==> config.mk <==
export PLATFORM = sky130hd
export DESIGN_NAME = cau_cell
export DESIGN_NICKNAME = d
export VERILOG_FILES = /design/src/design/cau_pkg.sv /design/src/design/cau_cell.sv
export SDC_FILE = /design/constraint.sdc
export NUM_CORES = 1
export LEC_CHECK = 0
export BUFFER_PORTS_ARGS = -buffer_cell sky130_fd_sc_hd__buf_2
export CAP_MARGIN = 20
export CORE_MARGIN = 8
export CORE_UTILIZATION = 46
export CTS_CLUSTER_SIZE = 20
export DETAILED_ROUTE_END_ITERATION = 8
export PLACE_DENSITY_LB_ADDON = 0.1
export REMOVE_ABC_BUFFERS = 1
export SLEW_MARGIN = 40
export SYNTH_ARGS = -nofsm -noshare
export SYNTH_HDL_FRONTEND = slang
export SYNTH_SLANG_ARGS = --single-unit
==> constraint.sdc <==
create_clock -name clk -period 0.8 [get_ports clk]
set_input_delay 0 -clock clk [delete_from_list [all_inputs] [get_ports clk]]
set_output_delay 0 -clock clk [all_outputs]
set_load 0.03 [all_outputs]
==> src/design/cau_pkg.sv <==
`default_nettype none
package cau_pkg;

	typedef enum logic [1:0] {
		OP_ADD = 2'd0,
		OP_SUB = 2'd1,
		OP_MUL = 2'd2,
		OP_DIV = 2'd3
	} cau_op_t;

	// Control that travels alongside each transaction through the divider cells
	typedef struct packed {
		logic valid;
		logic is_div;
		logic dz;
		logic neg_re;
		logic neg_im;
		logic ovf;
	} cau_ctl_t;

endpackage
`default_nettype wire

==> src/design/cau_cell.sv <==
`default_nettype none
module cau_cell import cau_pkg::*; #(
	parameter int W  = 16,
	parameter int RW = 50,
	parameter int K  = 0
) (
	input  wire logic                clk,
	input  wire logic                arst_n,
	input  wire logic                en,
	input  cau_ctl_t                 ctl_i,
	input  wire logic [W-1:0]        res_re_i,
	input  wire logic [W-1:0]        res_im_i,
	input  wire logic [2*W-1:0]      den_i,
	input  wire logic [RW-1:0]       rem_re_i,
	input  wire logic [RW-1:0]       rem_im_i,
	input  wire logic [W+1:0]        q_re_i,
	input  wire logic [W+1:0]        q_im_i,
	output cau_ctl_t                 ctl_q,
	output logic [W-1:0]             res_re_q,
	output logic [W-1:0]             res_im_q,
	output logic [2*W-1:0]           den_q,
	output logic [RW-1:0]            rem_re_q,
	output logic [RW-1:0]            rem_im_q,
	output logic [W+1:0]             q_re_q,
	output logic [W+1:0]             q_im_q
);

	logic [RW-1:0] dsh;
	logic          ge_re, ge_im;

	assign dsh   = RW'(den_i) << K;
	assign ge_re = rem_re_i >= dsh;
	assign ge_im = rem_im_i >= dsh;

	always_ff @(posedge clk or negedge arst_n) begin
		if (!arst_n) begin
			ctl_q <= '0;
		end else if (en) begin
			ctl_q <= ctl_i;
		end
	end

	always_ff @(posedge clk) begin
		if (en) begin
			res_re_q <= res_re_i;
			res_im_q <= res_im_i;
			den_q    <= den_i;
			rem_re_q <= ge_re ? rem_re_i - dsh : rem_re_i;
			rem_im_q <= ge_im ? rem_im_i - dsh : rem_im_i;
			q_re_q   <= {q_re_i[W:0], ge_re};
			q_im_q   <= {q_im_i[W:0], ge_im};
		end
	end

endmodule
`default_nettype wire

==> parameters.txt, run 1 <==
Parameter                              Value

Outcome
  Run status    aborted with a tool error
  Last flow stage reached    global routing (5_1_grt)
  First error in the log    [ERROR GRT-0232] Routing congestion too high. Check the congestion heatmap in the GUI.

Synthesis
  Synth cell types    76
  Most area-consuming cells after synthesis    edfxtp_1 (51%), ha_1 (6.8%), xnor2_1 (5.0%)
  Cell count after synthesis    1060
  Synthesized area per cell    11.1 sq um
  Number of flops mapped to enable cells by yosys    200
  Sequential element share of the synthesized area    52.1%
  Synth Register Bits    206
  Cell type with the largest total area after synthesis    edfxtp_1
  Most used flip-flop cell after synthesis    edfxtp_1
  Share of flip-flops with an asynchronous set or reset after synthesis    2.91%
  Area share of the largest cell type after synthesis    50.8%
  Netlist area before placement    11800 sq um
  Warnings, synthesis    0

Floorplanning
  Num rows    58
  Die extent in x    176 um
  I/O pins    415
  DIE HEIGHT    176 um
  Initial cell density of the core    46.9%

Place
  Routability cong.    0.899
  Placed Area    16900 sq um
  Number of cells in the design after placement    2120
  Number of buffers added on ports    412
  Post-detailed-placement half-perimeter wirelength    33600 um

GRT
  Pin count of the biggest net entering global routing    56
  Congestion Overflow GR    5
  Initial antenna violation count    21
  Global-route total usage across every layer    60.7%

Clock tree
  Maximum level of the CTS H-tree    1
  Number of sinks handled by clock tree synthesis    206
  Num CTS Buffers    22
  Max Buffers Root-to-Sink    3
  CTS Root Cell    clkbuf_16

STA
  Worst endpoint type    sequential cell input
  Worst-slack endpoint at the end of global-route timing repair    rem_re_q[38]$_DFFE_PP_/D
-- through the flow --
step	utilization (%)	setup slack [ns]
2_1_floorplan	-	-2.18
4_1_cts	89.6	-1.45
3_3_place_gp	67.0	-2.10
3_5_place_dp	67.0	-2.13
-- cell usage after synthesis, types with 6 or more instances --
master and n:
a21oi_2 17, a211o_1 6, a21o_1 22, nor2b_1 6, xor2_1 21, o21bai_1 10, nand2_1 53, a211oi_1 13
nor4_1 10, a21oi_1 102, mux2_4 7, mux2_1 6, mux2_2 6, xnor2_1 68, buf_2 21, nor3_1 15
a31oi_1 12, ha_1 64, o211ai_1 11, nand4_1 25, o21a_1 13, or3_1 12, dfrtp_1 6, nand2b_1 6
o21ai_0 29, inv_1 54, nand3_1 41, edfxtp_1 200, clkbuf_1 14, nor2_1 97, and3_1 11
-- per-layer routing --
metal	GRT overflow	track usage [%]
met3	1	40.8
met2	1	83.4
met5	0	10.4
met4	3	58.7
met1	0	59.2
-- kinds of logic after synthesis --
kind of cell | after synthesis | synth area share [%]
AO/OA/AOI/OAI | 277 | 15.5
multiplexers | 20 | 2.12
XOR/XNOR | 89 | 6.60
flip-flops | 206 | 52.1
AND/OR/NAND/NOR | 306 | 13.0
adder cells (fa/ha/maj) | 66 | 7.12
buffers and inverters | 96 | 3.60
-- timing repair --
action / 4_1_cts
gates cloned: 8
gates resized for setup: 646
hold endpoints to repair: 211
hold buffers: 205
pin swaps: 80
endpoints found under the setup margin: 308
buffers inserted: 39
==> run 2, diff against run 1 <==
Settings changed: CORE_UTILIZATION 46 to 40, CTS_CLUSTER_SIZE 20 to default, PLACE_DENSITY_LB_ADDON 0.1 to 0.15.
Clock period 0.8 ns to 1 ns, I/O delays scaled along.
==> parameters.txt, run 2 <==
Parameter                              Value

Outcome
  Run status    complete, but fails checks
  Failing checks    hold timing, setup timing

Critical path
  Longest individual stage delay on the worst path    0.35 ns
  Critical path launch point type    input port
  Largest fanout of any net on the critical path    7
  Reg2reg setup slack    0.06 ns
  Critical path's slowest cell    fa_2
  R2r startpoint    ctl_q[0]
  Nature of the critical path endpoint    register
  Reg2reg path depth    2
  Worst flop-to-flop path endpoint    ctl_q[0]
  Path type of the worst setup path    in -> reg
  List of cells traversed by the critical path    buf_8, inv_4, ha_4, inv_4, fa_2, a211o_1, a211oi_4, buf_6, o21a_1, o31a_1, nand4b_4, nand2_8, buf_12, buf_12, a41o_1
  Arrival time at the worst endpoint    2.59 ns
  Data required, critical path    1.26 ns

Synthesis
  Most used flip-flop cell after synthesis    edfxtp_1
  Sequential element share of the synthesized area    52.1%
  Synth Register Bits    206
  Synthesized area per cell    11.1 sq um
  Most repeated cell in the gate-level netlist after synthesis    edfxtp_1
  Cell count after synthesis    1060
  Area share of the largest cell type after synthesis    50.8%
  Netlist area before placement    11800 sq um
  Warnings, synthesis    0
  Top cell types by occurrence after synthesis    edfxtp_1 (200), a21oi_1 (102), nor2_1 (97)
  Share of flip-flops with an asynchronous set or reset after synthesis    2.91%
  Number of flops mapped to enable cells by yosys    200
  Cell type with the largest total area after synthesis    edfxtp_1
  Synth cell types    76
  Most area-consuming cells after synthesis    edfxtp_1 (51%), ha_1 (6.8%), xnor2_1 (5.0%)

Floorplanning
  DIE HEIGHT    188 um
  Placeable core region    29300 sq um
  Initial cell density of the core    40.3%
  Die extent in x    188 um
  I/O pins    415
  Num rows    63
  Die ar.    35300 sq um

Hold path
  HP Start    rem_re_i[34]
  WHS Endpoint    rem_re_q[38]
  Worst min-delay path class    in -> reg
  Number of cells on the worst hold path    4

Place
  Number of buffers added on ports    412
  Post-detailed-placement half-perimeter wirelength    33700 um
  Routability cong.    0.898

Clock tree
  Number of sinks handled by clock tree synthesis    206
  Max Buffers Root-to-Sink    3
  Maximum level of the CTS H-tree    1
  Worst skew pair latency    0.51 ns
  Clock-pin slew on the worst setup and hold paths    0.06 ns
  CTS Root Cell    clkbuf_16
  Num CTS Buffers    23
  TritonCTS clock tree    yes

Routing
  First DRT Iteration DRCs    850
  Aggregate routed wire length    53200 um
  DR pass1 iterations    7
  DR WL/cell    21.3 um
  Remaining number of nets flagged by the antenna check after routing    0
  Number of remaining DRC errors    0
  Via count    13100
  Detail-routed via count per cell    5.26

STA
  Count of final max-slew check failures    0
  Final Critical Period    2.33 ns
  RSZ-0062 raised after global routing    yes
  Smallest setup slack after layout    -1.33 ns
  Total Negative Setup Slacks    -134.64 ns
  Final hold slack    -0.0598 ns
  Skew final    0 ns
  Transition time of the tightest slew-check pin    0.607 ns
  Number of setup violations in the final report    308
  Peak clock frequency supported by timing    429 MHz
  Number of hold violations in the final report    1
  Worst relative slew slack    59.1%
  Crit share post-route    233%

Power and ir drop
  Pleak    10.2 nW
  IR drop worst, VDD    1.14 mV
  Share of total power in the clock network    27.4%
  Fraction of power consumed by combinational cells    37.0%
  Switching power    10.0 mW
  Sequential group share of total power    35.5%
  Total Power    31.4 mW
  Sw frac    31.9%
  Internal power    21.4 mW
  Power density cells    1320 nW/um^2

Cells and area
  Post-layout util    81.0%
  Most frequent standard cell in the layout excluding fill and tap cells    buf_4
  Largest registers    rem_im_q: 50 flops, rem_re_q: 50 flops, den_q: 32 flops
  Ratio of cells with drive above 1 in the final layout    53.7%
  Most used cells in the layout excluding fill and tap cells    buf_4 (358), buf_6 (247), dlygate4sd3_1 (206)
  Nets    2357
  Number of filler instances in the final layout    1636
  Layout area overhead    101%

GRT
  Via count of the first global-routing pass    14100
  Global-route total usage across every layer    28.2%
  First-pass GRT wire length    79000 um
  Congestion Overflow GR    0
  Pin count of the biggest net entering global routing    56
  Initial antenna violation count    10

Job
  Number of maximum-capacitance constraint violations    0
## run 2: worst max-delay path by stage
stage / start / endpoint / slack (ns)
floorplan: rem_re_i[0] / rem_re_q[11] / -1.98
global placement: rem_re_i[0] / rem_re_q[38] / -1.94
detailed placement: rem_re_i[0] / rem_re_q[44] / -2.01
CTS: rem_re_i[0] / rem_re_q[38] / -1.38
global route: rem_re_i[0] / rem_re_q[30] / -1.41
finish: rem_re_i[0] / rem_re_q[30] / -1.33
## run 2: worst max-delay path, delay by kind of cell
kind	cells	cell delay, ns
compound gates	5	1.12
buf+inv	6	0.66
fa+ha+maj	2	0.49
simple gates	2	0.30
## run 2: kinds of logic after synthesis
group / after synthesis / synth area share (%)
AO/OA/AOI/OAI: 277 / 15.5
XOR/XNOR: 89 / 6.60
adder cells (fa/ha/maj): 66 / 7.12
buffers and inverters: 96 / 3.60
flip-flops: 206 / 52.1
multiplexers: 20 / 2.12
AND/OR/NAND/NOR: 306 / 13.0
## run 2: cell type report
cell class | count | area (sq um) | share of cell area (%)
diodes | 7 | 17.5 | 0.0738
clock buffers | 23 | 576 | 2.42
clock inverters | 18 | 171 | 0.722
inverters | 54 | 245 | 1.03
multi-input cells | 758 | 6790 | 28.6
flip-flops and latches | 206 | 6160 | 25.9
well taps | 390 | 488 | 2.06
repair buffers | 1039 | 9310 | 39.2
## run 2: repair_timing
action / in CTS / in global routing
resized for setup: 693 / 137
hold buffers: 204 / 2
endpoints found under the setup margin: 308 / 308
pin swaps: 90 / 64
gates cloned: 11 / 0
endpoints found under the hold margin: 232 / 2
buffers inserted: 35 / 17
## run 2: stage by stage
| step | worst slack [ns] | instance area [sq um] | instances |
|---|---|---|---|
| after floorplan | -1.98 | 11600 | 1018 |
| after global placement | -1.94 | 17000 | 2184 |
| after detailed placement | -2.01 | 17000 | 2184 |
| after CTS | -1.38 | 23000 | 2472 |
| after global routing | -1.41 | 23700 | 2495 |
| final | -1.33 | 23700 | 2495 |
## run 2: power by group through the flow
| stage | clock [mW] | combinational, mW | sequential, mW |
|---|---|---|---|
| floorplan | 0 | 2.69 | 12.9 |
| global placement | 0 | 8.47 | 11.0 |
| detailed placement | 0 | 8.54 | 11.0 |
| CTS | 8.67 | 10.9 | 11.1 |
| global route | 9.06 | 12.3 | 11.2 |
| finish | 8.61 | 11.6 | 11.2 |
## run 2: routing by layer
metal  global-route usage [%]  vias to the layer above  routed length, um
met1                     31.8                     6362              20000
li1                         -                     6048                  -
met3                     6.00                      148               3530
met4                     11.8                        6               2430
met5                        0                        -                 39
met2                     50.7                      566              27200
No activity file was read; power rests on OpenSTA's default activity.
